[src/design/vofp_pkg.sv]
// Package for the valve opening from position unit.
// Shared types, register codes and constants; no dependencies.
package vofp_pkg;

  localparam int unsigned ENCODER_FULL_SCALE = 16383;

  localparam int unsigned POS_W      = 14;
  localparam int unsigned ANA_W      = 10;
  localparam int unsigned OPEN_W     = 17;
  localparam int unsigned CFG_IDX_W  = 2;
  localparam int unsigned CFG_DATA_W = 14;
  localparam int unsigned DIV_QW     = 16;
  localparam int unsigned DIVIDEND_W = 2 * DIV_QW;

  localparam int unsigned MID_DEPTH = 2;
  localparam int unsigned OUT_DEPTH = 2;

  localparam logic [CFG_IDX_W-1:0] REG_ENCODER_MODE    = 2'd0;
  localparam logic [CFG_IDX_W-1:0] REG_CLOSE_DIRECTION = 2'd1;
  localparam logic [CFG_IDX_W-1:0] REG_CLOSED_POINT    = 2'd2;
  localparam logic [CFG_IDX_W-1:0] REG_OPEN_POINT      = 2'd3;

  localparam logic              RST_ENCODER_MODE    = 1'b1;
  localparam logic [1:0]        RST_CLOSE_DIRECTION = 2'b11;
  localparam logic [POS_W-1:0]  RST_CLOSED_POINT    = 14'd255;
  localparam logic [POS_W-1:0]  RST_OPEN_POINT      = 14'd800;

  localparam logic [OPEN_W-1:0] Q16_ONE        = 17'h10000;
  localparam logic [OPEN_W-1:0] CURRENT_OFFSET = 17'd16384;

  // hundredths back to Q16: floor(h * 65536 / 100) = (h * HUND_RECIP) >> HUND_SHIFT
  localparam logic [6:0]  HUND_SCALE = 7'd100;
  localparam logic [27:0] HUND_RECIP = 28'd171798692;
  localparam int unsigned HUND_SHIFT = 18;

  typedef struct packed {
    logic [POS_W-1:0] encoder_position;
    logic [ANA_W-1:0] analog_position;
  } in_item_t;

  typedef struct packed {
    logic [OPEN_W-1:0] opening;
    logic [OPEN_W-1:0] output_current;
  } out_item_t;

  typedef struct packed {
    logic                  divide;
    logic                  hund;
    logic [OPEN_W-1:0]     fixed;
    logic [DIVIDEND_W-1:0] dividend;
    logic [DIV_QW-1:0]     den;
  } div_req_t;

  function automatic logic [OPEN_W-1:0] hund_to_q16(input logic [6:0] h);
    logic [34:0] prod;
    prod = 35'(h) * 35'(HUND_RECIP);
    return prod[HUND_SHIFT +: OPEN_W];
  endfunction

endpackage

[src/design/vofp_fifo.sv]
// Small register queue used between front and back and at the result side.
// Depends on nothing; width and depth come from the instantiating module.
module vofp_fifo #(
  parameter int unsigned Width = 8,
  parameter int unsigned Depth = 2
) (
  input  logic             clk_i,
  input  logic             rst_ni,
  input  logic             push_i,
  input  logic [Width-1:0] data_i,
  output logic             full_o,
  input  logic             pop_i,
  output logic [Width-1:0] data_o,
  output logic             empty_o
);

  localparam int unsigned PtrW = $clog2(Depth);
  localparam int unsigned CntW = $clog2(Depth + 1);
  localparam logic [PtrW-1:0] LastPtr = PtrW'(Depth - 1);
  localparam logic [CntW-1:0] FullCnt = CntW'(Depth);

  logic [Width-1:0] mem_q [Depth];
  logic [PtrW-1:0]  wr_ptr_q, rd_ptr_q;
  logic [CntW-1:0]  cnt_q;
  logic             do_push, do_pop;

  assign full_o  = (cnt_q == FullCnt);
  assign empty_o = (cnt_q == '0);
  assign do_push = push_i && !full_o;
  assign do_pop  = pop_i && !empty_o;
  assign data_o  = mem_q[rd_ptr_q];

  always_ff @(posedge clk_i) begin
    if (do_push) begin
      mem_q[wr_ptr_q] <= data_i;
    end
  end

  always_ff @(posedge clk_i or negedge rst_ni) begin
    if (!rst_ni) begin
      wr_ptr_q <= '0;
      rd_ptr_q <= '0;
      cnt_q    <= '0;
    end else begin
      if (do_push) begin
        wr_ptr_q <= (wr_ptr_q == LastPtr) ? '0 : wr_ptr_q + PtrW'(1);
      end
      if (do_pop) begin
        rd_ptr_q <= (rd_ptr_q == LastPtr) ? '0 : rd_ptr_q + PtrW'(1);
      end
      if (do_push && !do_pop) begin
        cnt_q <= cnt_q + CntW'(1);
      end else if (do_pop && !do_push) begin
        cnt_q <= cnt_q - CntW'(1);
      end
    end
  end

endmodule

[src/design/vofp_front.sv]
// Front end: configuration registers, wrap flag and classification of each request.
// Depends on vofp_pkg.
module vofp_front #(
  parameter int unsigned FullScale = vofp_pkg::ENCODER_FULL_SCALE
) (
  input  logic                                clk_i,
  input  logic                                rst_ni,
  input  logic                                cfg_we_i,
  input  logic [vofp_pkg::CFG_IDX_W-1:0]      cfg_idx_i,
  input  logic [vofp_pkg::CFG_DATA_W-1:0]     cfg_data_i,
  input  logic                                accept_i,
  input  vofp_pkg::in_item_t                  item_i,
  output vofp_pkg::div_req_t                  req_o
);

  localparam logic signed [17:0] FsS = 18'(FullScale);

  logic                            enc_mode_q;
  logic [1:0]                      close_dir_q;
  logic [vofp_pkg::POS_W-1:0]      closed_q, open_q;
  logic                            wrap_q, wrap_d;

  logic [vofp_pkg::POS_W-1:0]      x, x1, x2, ad1, ad2, dnum, dden;
  logic signed [17:0]              xs, x1s, x2s, wnum, wden;
  logic                            lt12, gt12, eq12, dpos, dneg;
  logic                            direct, clamp0, clamp1, wdead;
  logic [vofp_pkg::DIV_QW-1:0]     div_num;

  always_ff @(posedge clk_i or negedge rst_ni) begin
    if (!rst_ni) begin
      enc_mode_q  <= vofp_pkg::RST_ENCODER_MODE;
      close_dir_q <= vofp_pkg::RST_CLOSE_DIRECTION;
      closed_q    <= vofp_pkg::RST_CLOSED_POINT;
      open_q      <= vofp_pkg::RST_OPEN_POINT;
      wrap_q      <= 1'b0;
    end else begin
      if (cfg_we_i) begin
        unique case (cfg_idx_i)
          vofp_pkg::REG_ENCODER_MODE:    enc_mode_q  <= cfg_data_i[0];
          vofp_pkg::REG_CLOSE_DIRECTION: close_dir_q <= cfg_data_i[1:0];
          vofp_pkg::REG_CLOSED_POINT:    closed_q    <= cfg_data_i;
          vofp_pkg::REG_OPEN_POINT:      open_q      <= cfg_data_i;
          default: ;
        endcase
      end
      if (accept_i) begin
        wrap_q <= wrap_d;
      end
    end
  end

  assign x1   = closed_q;
  assign x2   = open_q;
  assign x    = enc_mode_q ? item_i.encoder_position
                           : {{(vofp_pkg::POS_W-vofp_pkg::ANA_W){1'b0}}, item_i.analog_position};
  assign lt12 = x1 < x2;
  assign gt12 = x1 > x2;
  assign eq12 = x1 == x2;
  assign dneg = close_dir_q[1];
  assign dpos = (close_dir_q == 2'b01);

  always_comb begin
    priority if ((gt12 && dpos) || (lt12 && dneg)) begin
      wrap_d = 1'b1;
    end else if ((gt12 && dneg) || (lt12 && dpos)) begin
      wrap_d = 1'b0;
    end else begin
      wrap_d = wrap_q;
    end
  end

  assign direct = !enc_mode_q || wrap_d;

  // direct span
  assign clamp0 = eq12 || (lt12 ? (x <= x1) : (x >= x1));
  assign clamp1 = lt12 ? (x >= x2) : (x <= x2);
  assign dnum   = lt12 ? (x - x1) : (x1 - x);
  assign dden   = lt12 ? (x2 - x1) : (x1 - x2);

  // wrap span
  assign xs   = $signed({4'b0, x});
  assign x1s  = $signed({4'b0, x1});
  assign x2s  = $signed({4'b0, x2});
  assign wden = lt12 ? FsS - (x2s - x1s) : FsS - (x1s - x2s);
  assign ad1  = (x >= x1) ? (x - x1) : (x1 - x);
  assign ad2  = (x >= x2) ? (x - x2) : (x2 - x);

  always_comb begin
    wnum  = '0;
    wdead = 1'b0;
    if (lt12) begin
      if (x < x1) begin
        wnum = x1s - xs;
      end else if (x > x2) begin
        wnum = FsS - (xs - x1s);
      end else begin
        wdead = 1'b1;
      end
    end else begin
      if (x < x2) begin
        wnum = FsS - (x1s - xs);
      end else if (x > x1) begin
        wnum = xs - x1s;
      end else begin
        wdead = 1'b1;
      end
    end
  end

  always_comb begin
    req_o        = '0;
    div_num      = '0;
    req_o.hund   = !enc_mode_q;
    if (direct) begin
      priority if (clamp0) begin
        req_o.fixed = '0;
      end else if (clamp1) begin
        req_o.fixed = vofp_pkg::Q16_ONE;
      end else begin
        req_o.divide = 1'b1;
        div_num      = vofp_pkg::DIV_QW'(dnum);
        req_o.den    = vofp_pkg::DIV_QW'(dden);
      end
    end else begin
      priority if (wdead) begin
        req_o.fixed = (ad1 < ad2) ? '0 : vofp_pkg::Q16_ONE;
      end else if (wnum <= 0) begin
        req_o.fixed = '0;
      end else if (wden <= 0 || wnum >= wden) begin
        req_o.fixed = vofp_pkg::Q16_ONE;
      end else begin
        req_o.divide = 1'b1;
        div_num      = wnum[vofp_pkg::DIV_QW-1:0];
        req_o.den    = wden[vofp_pkg::DIV_QW-1:0];
      end
    end
    req_o.dividend = req_o.hund
      ? vofp_pkg::DIVIDEND_W'(vofp_pkg::DIVIDEND_W'(div_num) *
                              vofp_pkg::DIVIDEND_W'(vofp_pkg::HUND_SCALE))
      : {div_num, {vofp_pkg::DIV_QW{1'b0}}};
  end

endmodule

[src/design/vofp_back.sv]
// Back end: pipelined restoring divider, one quotient bit per stage, then scaling.
// Depends on vofp_pkg.
module vofp_back (
  input  logic                 clk_i,
  input  logic                 rst_ni,
  input  vofp_pkg::div_req_t   req_i,
  input  logic                 req_valid_i,
  output logic                 req_pop_o,
  output vofp_pkg::out_item_t  res_o,
  output logic                 res_push_o,
  input  logic                 res_full_i
);

  localparam int unsigned NS = vofp_pkg::DIV_QW;
  localparam int unsigned QW = vofp_pkg::DIV_QW;

  logic                          valid_q  [NS+1];
  logic                          divide_q [NS+1];
  logic                          hund_q   [NS+1];
  logic [vofp_pkg::OPEN_W-1:0]   fixed_q  [NS+1];
  logic [QW-1:0]                 rem_q    [NS+1];
  logic [QW-1:0]                 low_q    [NS+1];
  logic [QW-1:0]                 den_q    [NS+1];
  logic [QW-1:0]                 quo_q    [NS+1];

  logic [QW:0]                   trial   [NS];
  logic                          ge      [NS];
  logic                          adv;
  logic [vofp_pkg::OPEN_W-1:0]   opening;

  assign adv        = !(valid_q[NS] && res_full_i);
  assign req_pop_o  = adv && req_valid_i;
  assign res_push_o = adv && valid_q[NS];

  always_comb begin
    for (int k = 0; k < NS; k++) begin
      trial[k] = {rem_q[k], low_q[k][QW-1]};
      ge[k]    = trial[k] >= {1'b0, den_q[k]};
    end
  end

  always_ff @(posedge clk_i or negedge rst_ni) begin
    if (!rst_ni) begin
      for (int k = 0; k <= NS; k++) begin
        valid_q[k] <= 1'b0;
      end
    end else if (adv) begin
      valid_q[0] <= req_valid_i;
      for (int k = 0; k < NS; k++) begin
        valid_q[k+1] <= valid_q[k];
      end
    end
  end

  always_ff @(posedge clk_i) begin
    if (adv) begin
      divide_q[0] <= req_i.divide;
      hund_q[0]   <= req_i.hund;
      fixed_q[0]  <= req_i.fixed;
      rem_q[0]    <= req_i.dividend[vofp_pkg::DIVIDEND_W-1 -: QW];
      low_q[0]    <= req_i.dividend[QW-1:0];
      den_q[0]    <= req_i.den;
      quo_q[0]    <= '0;
      for (int k = 0; k < NS; k++) begin
        divide_q[k+1] <= divide_q[k];
        hund_q[k+1]   <= hund_q[k];
        fixed_q[k+1]  <= fixed_q[k];
        den_q[k+1]    <= den_q[k];
        low_q[k+1]    <= {low_q[k][QW-2:0], 1'b0};
        quo_q[k+1]    <= {quo_q[k][QW-2:0], ge[k]};
        rem_q[k+1]    <= ge[k] ? QW'(trial[k] - {1'b0, den_q[k]}) : trial[k][QW-1:0];
      end
    end
  end

  always_comb begin
    priority if (!divide_q[NS]) begin
      opening = fixed_q[NS];
    end else if (hund_q[NS]) begin
      opening = vofp_pkg::hund_to_q16(quo_q[NS][6:0]);
    end else begin
      opening = {1'b0, quo_q[NS]};
    end
    res_o.opening        = opening;
    res_o.output_current = opening + vofp_pkg::CURRENT_OFFSET;
  end

endmodule

[src/design/valve_opening_from_position_unit.sv]
// Top level of the valve opening from position unit.
// Depends on vofp_pkg, vofp_front, vofp_fifo and vofp_back.
//
// Takes one position request per cycle while full is low and returns the valve
// opening as an unsigned Q16 fraction together with the 4-20 mA loop current
// (opening+16384, in 1/4096 mA). Sustained rate is one request per clock as long
// as results are popped; a full result queue stalls the divider. A request passes
// through the middle queue, the divider pipeline that resolves one quotient bit
// per stage, and then the result queue. The front end classifies each request
// (clamp, dead zone or ratio) and updates the wrap flag; a 2-entry queue
// decouples it from the divider, and a 2-entry queue holds results until popped.
// The user must write configuration only while the unit is idle; the block
// itself does not enforce this.
module valve_opening_from_position_unit #(
  parameter int unsigned ENCODER_FULL_SCALE = vofp_pkg::ENCODER_FULL_SCALE,
  parameter int unsigned MID_DEPTH          = vofp_pkg::MID_DEPTH,
  parameter int unsigned OUT_DEPTH          = vofp_pkg::OUT_DEPTH
) (
  input  logic                             clk_i,
  input  logic                             rst_ni,
  input  logic                             cfg_we_i,
  input  logic [vofp_pkg::CFG_IDX_W-1:0]   cfg_idx_i,
  input  logic [vofp_pkg::CFG_DATA_W-1:0]  cfg_data_i,
  input  logic                             push,
  output logic                             full,
  input  vofp_pkg::in_item_t               req_i,
  input  logic                             pop,
  output logic                             empty,
  output vofp_pkg::out_item_t              res_o
);

  localparam int unsigned ReqW = $bits(vofp_pkg::div_req_t);
  localparam int unsigned ResW = $bits(vofp_pkg::out_item_t);

  logic                 accept;
  vofp_pkg::div_req_t   front_req, mid_req;
  logic                 mid_full, mid_empty, mid_pop;
  vofp_pkg::out_item_t  back_res;
  logic                 res_push, res_full;

  assign full   = mid_full;
  assign accept = push && !mid_full;

  vofp_front #(
    .FullScale (ENCODER_FULL_SCALE)
  ) u_front (
    .clk_i      (clk_i),
    .rst_ni     (rst_ni),
    .cfg_we_i   (cfg_we_i),
    .cfg_idx_i  (cfg_idx_i),
    .cfg_data_i (cfg_data_i),
    .accept_i   (accept),
    .item_i     (req_i),
    .req_o      (front_req)
  );

  vofp_fifo #(
    .Width (ReqW),
    .Depth (MID_DEPTH)
  ) u_mid_q (
    .clk_i   (clk_i),
    .rst_ni  (rst_ni),
    .push_i  (accept),
    .data_i  (front_req),
    .full_o  (mid_full),
    .pop_i   (mid_pop),
    .data_o  (mid_req),
    .empty_o (mid_empty)
  );

  vofp_back u_back (
    .clk_i       (clk_i),
    .rst_ni      (rst_ni),
    .req_i       (mid_req),
    .req_valid_i (!mid_empty),
    .req_pop_o   (mid_pop),
    .res_o       (back_res),
    .res_push_o  (res_push),
    .res_full_i  (res_full)
  );

  vofp_fifo #(
    .Width (ResW),
    .Depth (OUT_DEPTH)
  ) u_out_q (
    .clk_i   (clk_i),
    .rst_ni  (rst_ni),
    .push_i  (res_push),
    .data_i  (back_res),
    .full_o  (res_full),
    .pop_i   (pop),
    .data_o  (res_o),
    .empty_o (empty)
  );

  a_open_range: assert property (@(posedge clk_i) disable iff (!rst_ni)
    !empty |-> res_o.opening <= vofp_pkg::Q16_ONE)
    else $error("opening beyond full scale");

  a_current_tracks: assert property (@(posedge clk_i) disable iff (!rst_ni)
    !empty |-> res_o.output_current == res_o.opening + vofp_pkg::CURRENT_OFFSET)
    else $error("loop current does not match opening");

  a_mid_filled: assert property (@(posedge clk_i) disable iff (!rst_ni)
    accept |=> !mid_empty)
    else $error("accepted request missing from middle queue");

  a_no_push_full: assert property (@(posedge clk_i) disable iff (!rst_ni)
    res_push |-> !res_full)
    else $error("result pushed into full queue");

endmodule

[config.mk]
export PLATFORM = sky130hd
export DESIGN_NAME = valve_opening_from_position_unit
export DESIGN_NICKNAME = d
export VERILOG_FILES = /design/src/design/vofp_pkg.sv /design/src/design/vofp_fifo.sv /design/src/design/vofp_front.sv /design/src/design/vofp_back.sv /design/src/design/valve_opening_from_position_unit.sv
export SDC_FILE = /design/constraint.sdc
export NUM_CORES = 2
export LEC_CHECK = 0
export BUFFER_PORTS_ARGS = -buffer_cell sky130_fd_sc_hd__buf_4
export CAP_MARGIN = 20
export CELL_PAD_IN_SITES_DETAIL_PLACEMENT = 1
export CELL_PAD_IN_SITES_GLOBAL_PLACEMENT = 1
export CORE_UTILIZATION = 45
export CTS_BUF_LIST = sky130_fd_sc_hd__clkbuf_2
export CTS_CLUSTER_DIAMETER = 40
export DETAILED_ROUTE_END_ITERATION = 10
export GPL_ROUTABILITY_DRIVEN = 0
export PLACE_DENSITY = 0.81
export RECOVER_POWER = 50
export SYNTH_ARGS = -nofsm -noshare
export SYNTH_HDL_FRONTEND = slang
export SYNTH_SLANG_ARGS = --single-unit
[constraint.sdc]
create_clock -name clk_i -period 36.8 [get_ports clk_i]
set_clock_uncertainty 0.05 [all_clocks]
set_input_delay 5.52 -clock clk_i [delete_from_list [all_inputs] [get_ports clk_i]]
set_output_delay 5.52 -clock clk_i [all_outputs]
set_load 0.005 [all_outputs]
### Word level (Yosys, flattened, before mapping)

Memories as Yosys holds them, arrays and structs flattened.
Index checks and enable logic that the tools add are counted.

* add/sub/neg operators: 39
* multiply operators: 2
* divide/modulo/power cells: 0
* $lt $le $gt $ge: 30
* equality and inequality tests: 7
* shift-type cells: 0
* mux-type cells: 77
* bitwise logic cells: 0
* reduce and logical (&&, ||, !) cells: 40

Operators by type and width (count)
* 16-bit two-way mux: 26
* 17-bit by 16-bit >= comparator with 1-bit output: 16
* 16-bit subtractor: 16
* 17-bit two-way mux: 9
* 18-bit two-way mux: 6
* 14-bit two-way mux: 7
* 14-bit subtractor: 6
* 15-bit by 18-bit subtractor with 18-bit output (first input constant): 4
* 14-bit by 14-bit subtractor with 15-bit output: 4
* 14-bit less-than comparator: 4
* 14-bit greater-than comparator: 3
* 18-bit by 1-bit less-or-equal comparator with 1-bit output (second input constant): 2
* 7-bit by 26-bit multiplier with 33-bit output (second input constant): 1
* 32-bit two-way mux: 1
* 14-bit >= comparator: 2
* 14-bit less-or-equal comparator: 2
* 1-bit two-way mux: 24
* 16-bit by 5-bit multiplier with 21-bit output (second input constant): 1
* 18-bit >= comparator: 1
* 17-bit by 15-bit adder with 17-bit output (second input constant): 1
* 1-bit logical AND: 16
* 14-bit == test: 1
* 1-bit logical NOT: 10
* 2-bit == test (second input constant): 4
* 9 further kinds: 28

* flip-flop bits (word level): 57
* latch bits: 0
* RAM bits: 1613
* ROM bits: 0
* input port bits: 45
* output and inout bits: 36
* logic and storage cells: 232
* memories kept: 9

Memory list
* u_back.fixed_q: depth 17, width 17, read ports 17, clocked after Yosys merged registers in 0, write ports 17, RTL line vofp_back.sv:20 `logic [vofp_pkg::OPEN_W-1:0] fixed_q [NS+1];`
* u_back.den_q: depth 17, width 16, read ports 16, clocked after Yosys merged registers in 0, write ports 17, RTL line vofp_back.sv:23 `logic [QW-1:0] den_q [NS+1];`
* u_back.low_q: depth 17, width 16, read ports 16, clocked after Yosys merged registers in 0, write ports 17, RTL line vofp_back.sv:22 `logic [QW-1:0] low_q [NS+1];`
* u_back.quo_q: depth 17, width 16, read ports 17, clocked after Yosys merged registers in 0, write ports 17, RTL line vofp_back.sv:24 `logic [QW-1:0] quo_q [NS+1];`
* u_back.rem_q: depth 17, width 16, read ports 16, clocked after Yosys merged registers in 0, write ports 17, RTL line vofp_back.sv:21 `logic [QW-1:0] rem_q [NS+1];`
* u_mid_q.mem_q: depth 2, width 67, read ports 1, clocked after Yosys merged registers in 0, write ports 1, RTL line vofp_fifo.sv:22 `logic [Width-1:0] mem_q [Depth];`
* 3 more memories

### Depth between registers and ports, before layout

* depth after elaboration: 14
* mapped depth: 45
* mapped depth without buffers: 40

### Cells and area by module

A second synthesis with hierarchy kept.

* cells, all modules: 5135
* area total of the unflattened synthesis: 68236.7 µm²

By module, submodules not included
* vofp_back: instances 1, cells each 3612, area each 51022.7 µm², sequential area each 33667.3 µm²
* vofp_front: instances 1, cells each 1168, area each 9272.6 µm², sequential area each 818.3 µm²
* vofp_fifo (u_mid_q): instances 1, cells each 228, area each 5122.4 µm², sequential area each 4124.0 µm²
* vofp_fifo (u_out_q): instances 1, cells each 125, area each 2801.4 µm², sequential area each 2142.1 µm²
* valve_opening_from_position_unit: instances 1, cells each 2, area each 17.5 µm², sequential area each 0.0 µm²

### Worst setup path before layout

No wires, ideal clock.

* kind: register to register
* from: register u_out_q.cnt_q[0]
* to: register u_back.valid_q[1] in the netlist's numbering
* library setup time: 0.177 ns
* data arrival time: 25.053 ns
* data required time: 36.573 ns
* slack: 11.520 ns
* cell stages (with the launch flop): 5
* path buffers: 2
* period minus slack after synthesis: 25.280 ns
* cell sequence: dfrtp_1 nand3b_1 clkbuf_1 buf_1 mux2_2

* cells in the longest elaborated chain, start to end: 2

RTL lines
* start, declared: RTL line vofp_fifo.sv:24 `logic [CntW-1:0] cnt_q;`
* start signal, assigned: RTL line vofp_fifo.sv:52 `cnt_q <= cnt_q + CntW'(1);`
* start signal, assigned: RTL line vofp_fifo.sv:54 `cnt_q <= cnt_q - CntW'(1);`
* 2-bit == test: RTL line vofp_fifo.sv:27 `assign full_o = (cnt_q == FullCnt);`
* 1-bit logical AND: RTL line vofp_back.sv:31 `assign adv = !(valid_q[NS] && res_full_i);`
* end signal, assigned by index: RTL line vofp_back.sv:50 `valid_q[k+1] <= valid_q[k];`
* end, declared: RTL line vofp_back.sv:17 `logic valid_q [NS+1];`

Every way passes these cells.
A chain may end at the register's enable or synchronous reset.

==> results.cfg <==
[run_status]
run_status = finished, violations left
violations = max-capacitance violations, max-slew violations

[routing]
remaining_drc_errors = 0
dr.first_iter.drc_count = 2194
routed_via_density = 5.53
routed_wirelength_mm = 134
postRouteAntennaNets = 0
post_drt_wl_per_cell_um = 20.2
routed-via-count = 36538
first_pass_iters = 5

[worst_hold_path]
hp_class = register to register
worst_min_path_start = u_back.low_q[0][41]

[setup_path]
criticalPathCategory = register to register
worst-path-stages = 4
critical_path_arrival_ns = 16.21
crit_top_cell = sky130_fd_sc_hd__clkbuf_1
worst_endpoint_required_time_ns = 37.76
slack_of_the_worst_reg_to_reg_path_ns = 21.55
cp_num_buf_inv = 3
cpPeakStageDelay_ns = 6.54
crit_chain = nand3b_1, clkbuf_1, clkbuf_1, buf_4
r2r-end = u_back.low_q[0][74]
endpoint = u_back.low_q[0][74]
critPathCaptureType = register
worstSetupStartpoint = u_out_q.cnt_q[0]
worst-path-max-fanout = 172
worst_path_dominant_cell_family = buffers and inverters
critical-path-slowest-cell = sky130_fd_sc_hd__clkbuf_1
startpoint_type = register
rr_worst_depth = 4
regToRegStartpoint = u_out_q.cnt_q[0]

[clocking]
cts_bufs_inserted = 279
clock_transition_at_the_register_clock_pins_on_the_worst_setup_and_hold_paths_after_cts_ns = 0.10
clk_latency_worst_skew_pair_ns = 1.50
maximum_root_to_sink_buffer_count = 4
cts.sink_count = 981
cts_tree = done
cts.root.buffer_cell = sky130_fd_sc_hd__clkbuf_2
cts_setup_buffers = 0
ctsResizeCount = 0
holdBufCountCts = 0
h-tree-depth = 5

[yosys]
seq_area_frac_synth = 0.533
synthesis.area_sq_mm = 0.0547
synth_area_leaders = sky130_fd_sc_hd__edfxtp_1, sky130_fd_sc_hd__ha_1, sky130_fd_sc_hd__mux2_2, sky130_fd_sc_hd__inv_1, sky130_fd_sc_hd__a21oi_1
synth_mux_area_frac = 0.0520
synth_adder_area_share = 0.132
synth.avg_cell_area_sq_um = 12.0
synthArstFlopShare = 0.0581
synth-simple-area-share = 0.0865
synthDistinctLibCells = 100
netlist_instances = 4576
synth_compound_gate_area_share = 0.109
synth_xor_xnor_area_share = 0.0397
synthDominantAreaCellType = sky130_fd_sc_hd__edfxtp_1
number_of_enable_flip_flop_cells_after_synthesis = 924
ys_dominant_reg_cell = sky130_fd_sc_hd__edfxtp_1
synthesis.yosys.warnings = 0
synth_top_area_frac = 0.507
postSynthRegisterBits = 981
largest_family_of_logic_cells_by_synthesized_area = adder cells

[die]
start_util = 0.455
dieHeight_um = 351
die-area_sq_mm = 0.123
placement_rows = 127
pin_count = 81
floorplan.die.width_um = 351
core_area_sq_mm = 0.120

[place]
place_ws_ns = 21.00
detailed_place_hpwl_mm = 99.3
placement.io_buffers = 80

[cells_and_area]
layout_common_cells = sky130_fd_sc_hd__edfxtp_1, sky130_fd_sc_hd__inv_1, sky130_fd_sc_hd__ha_1
mostFrequentLayoutCell = sky130_fd_sc_hd__edfxtp_1
finalCoreUtilization = 0.492
synthToLayoutAreaGrowth_pct = 8.06
finalNetCount = 5411
drive_above_1_share = 0.149

[sta]
final_number_of_hold_violating_endpoints = 0
finalSetupTns_ns = 0
max_slew.worst_pin.slew_ns = 8.89
slew_headroom = -4.92
postLayoutSetupSlackWorst_ns = 21.55
setup_viol_count_final = 0
final_min_period_over_clock_period = 0.415
period_minus_slack_ns = 15.25
holdWs_ns = 0.273
unrepaired_setup_endpoints_after_global_routing = false
max_freq_mhz = 65.6
slew_violations = 585

[global_routing]
grt_max_degree = 173
number_of_antenna_violations_at_the_first_check_in_global_routing = 4
global_route.overflow_total = 0
grt_pass1_vias = 39528
globalRouteTotalUtil = 0.219
grt_pass1_wl_mm = 212

[job]
max_cap_violations = 7
[final cells by class]
cell class                      instances  area (sq um)
Multi-Input combinational cell       2952         23000
Timing Repair Buffer                   97           726
Clock buffer                          367          1840
Sequential cell                       981         29200
Inverter                              513          1930
Antenna cell                            3          7.51
Clock inverter                         86           475
Tap cell                             1612          2020
Fill cell                           12975         61200
[cell usage after synthesis (all sizes together), types with 73 or more instances]
| master | count |
|---|---|
| a21o | 82 |
| nand3 | 80 |
| mux2 | 196 |
| xnor2 | 143 |
| a21oi | 318 |
| edfxtp | 924 |
| buf | 73 |
| ha | 484 |
| nor2 | 288 |
| nand2 | 237 |
| o21ai | 214 |
| inv | 513 |
| xor2 | 104 |
[sequential cells by signal, summed over array words and instances (netlist names), 2 cells and up]
register / cells
u_back.den_q: 240
u_back.quo_q: 136
u_back.fixed_q: 17
u_back.low_q: 105
u_out_q.mem_q: 40
u_mid_q.cnt_q: 2
u_mid_q.mem_q: 96
u_back.divide_q: 17
u_front.open_q: 14
u_back.rem_q: 256
u_front.close_dir_q: 2
u_out_q.cnt_q: 2
u_front.closed_q: 14
u_back.valid_q: 17
u_back.hund_q: 17
[kinds of logic (layout without fill, tap and decap cells)]
kind of cell / Yosys count / in the layout
flip-flops: 981 / 981
AND/OR/NAND/NOR: 973 / 973
AO/OA/AOI/OAI: 925 / 925
buffers and inverters: 647 / 1063
adder cells (fa/ha/maj): 542 / 542
multiplexers: 260 / 260
XOR/XNOR: 247 / 247
other: 1 / 8
[metal layers]
metal	share of wire	vias up	wire length (um)	GRT usage
met2	0.51	790	68800	0.388
li1	-	17244	-	-
met3	0.037	273	5000	0.0340
met4	0.037	0	4990	0.108
met1	0.41	18231	54900	0.259
met5	0	-	0	0
[metrics by stage]
step	cell area (sq um)	cells
finish	59100	6611
global route	59100	6611
CTS	59100	6607
floorplan	54700	4580
global placement	56800	6154
detailed placement	56800	6154
[worst min-delay path by stage]
stage	cells after the start	endpoint	slack, ns
floorplan	0	u_back.divide_q[0][10]	0.35
global placement	0	u_back.quo_q[0][114]	0.35
detailed placement	0	u_back.quo_q[0][83]	0.36
CTS	0	u_back.low_q[0][58]	0.29
global route	0	u_back.low_q[0][109]	0.31
finish	0	u_back.low_q[0][58]	0.27
[worst register-to-register path, stage by stage, from the launching register on]
cell	delay [ns]
sky130_fd_sc_hd__dfrtp_1	0.48
sky130_fd_sc_hd__nand3b_1	0.17
sky130_fd_sc_hd__clkbuf_1	5.59
sky130_fd_sc_hd__clkbuf_1	6.65
sky130_fd_sc_hd__buf_4	1.80
Power is not shown: default switching activity piles up to over one toggle a cycle in this logic, so the estimate is an artifact.
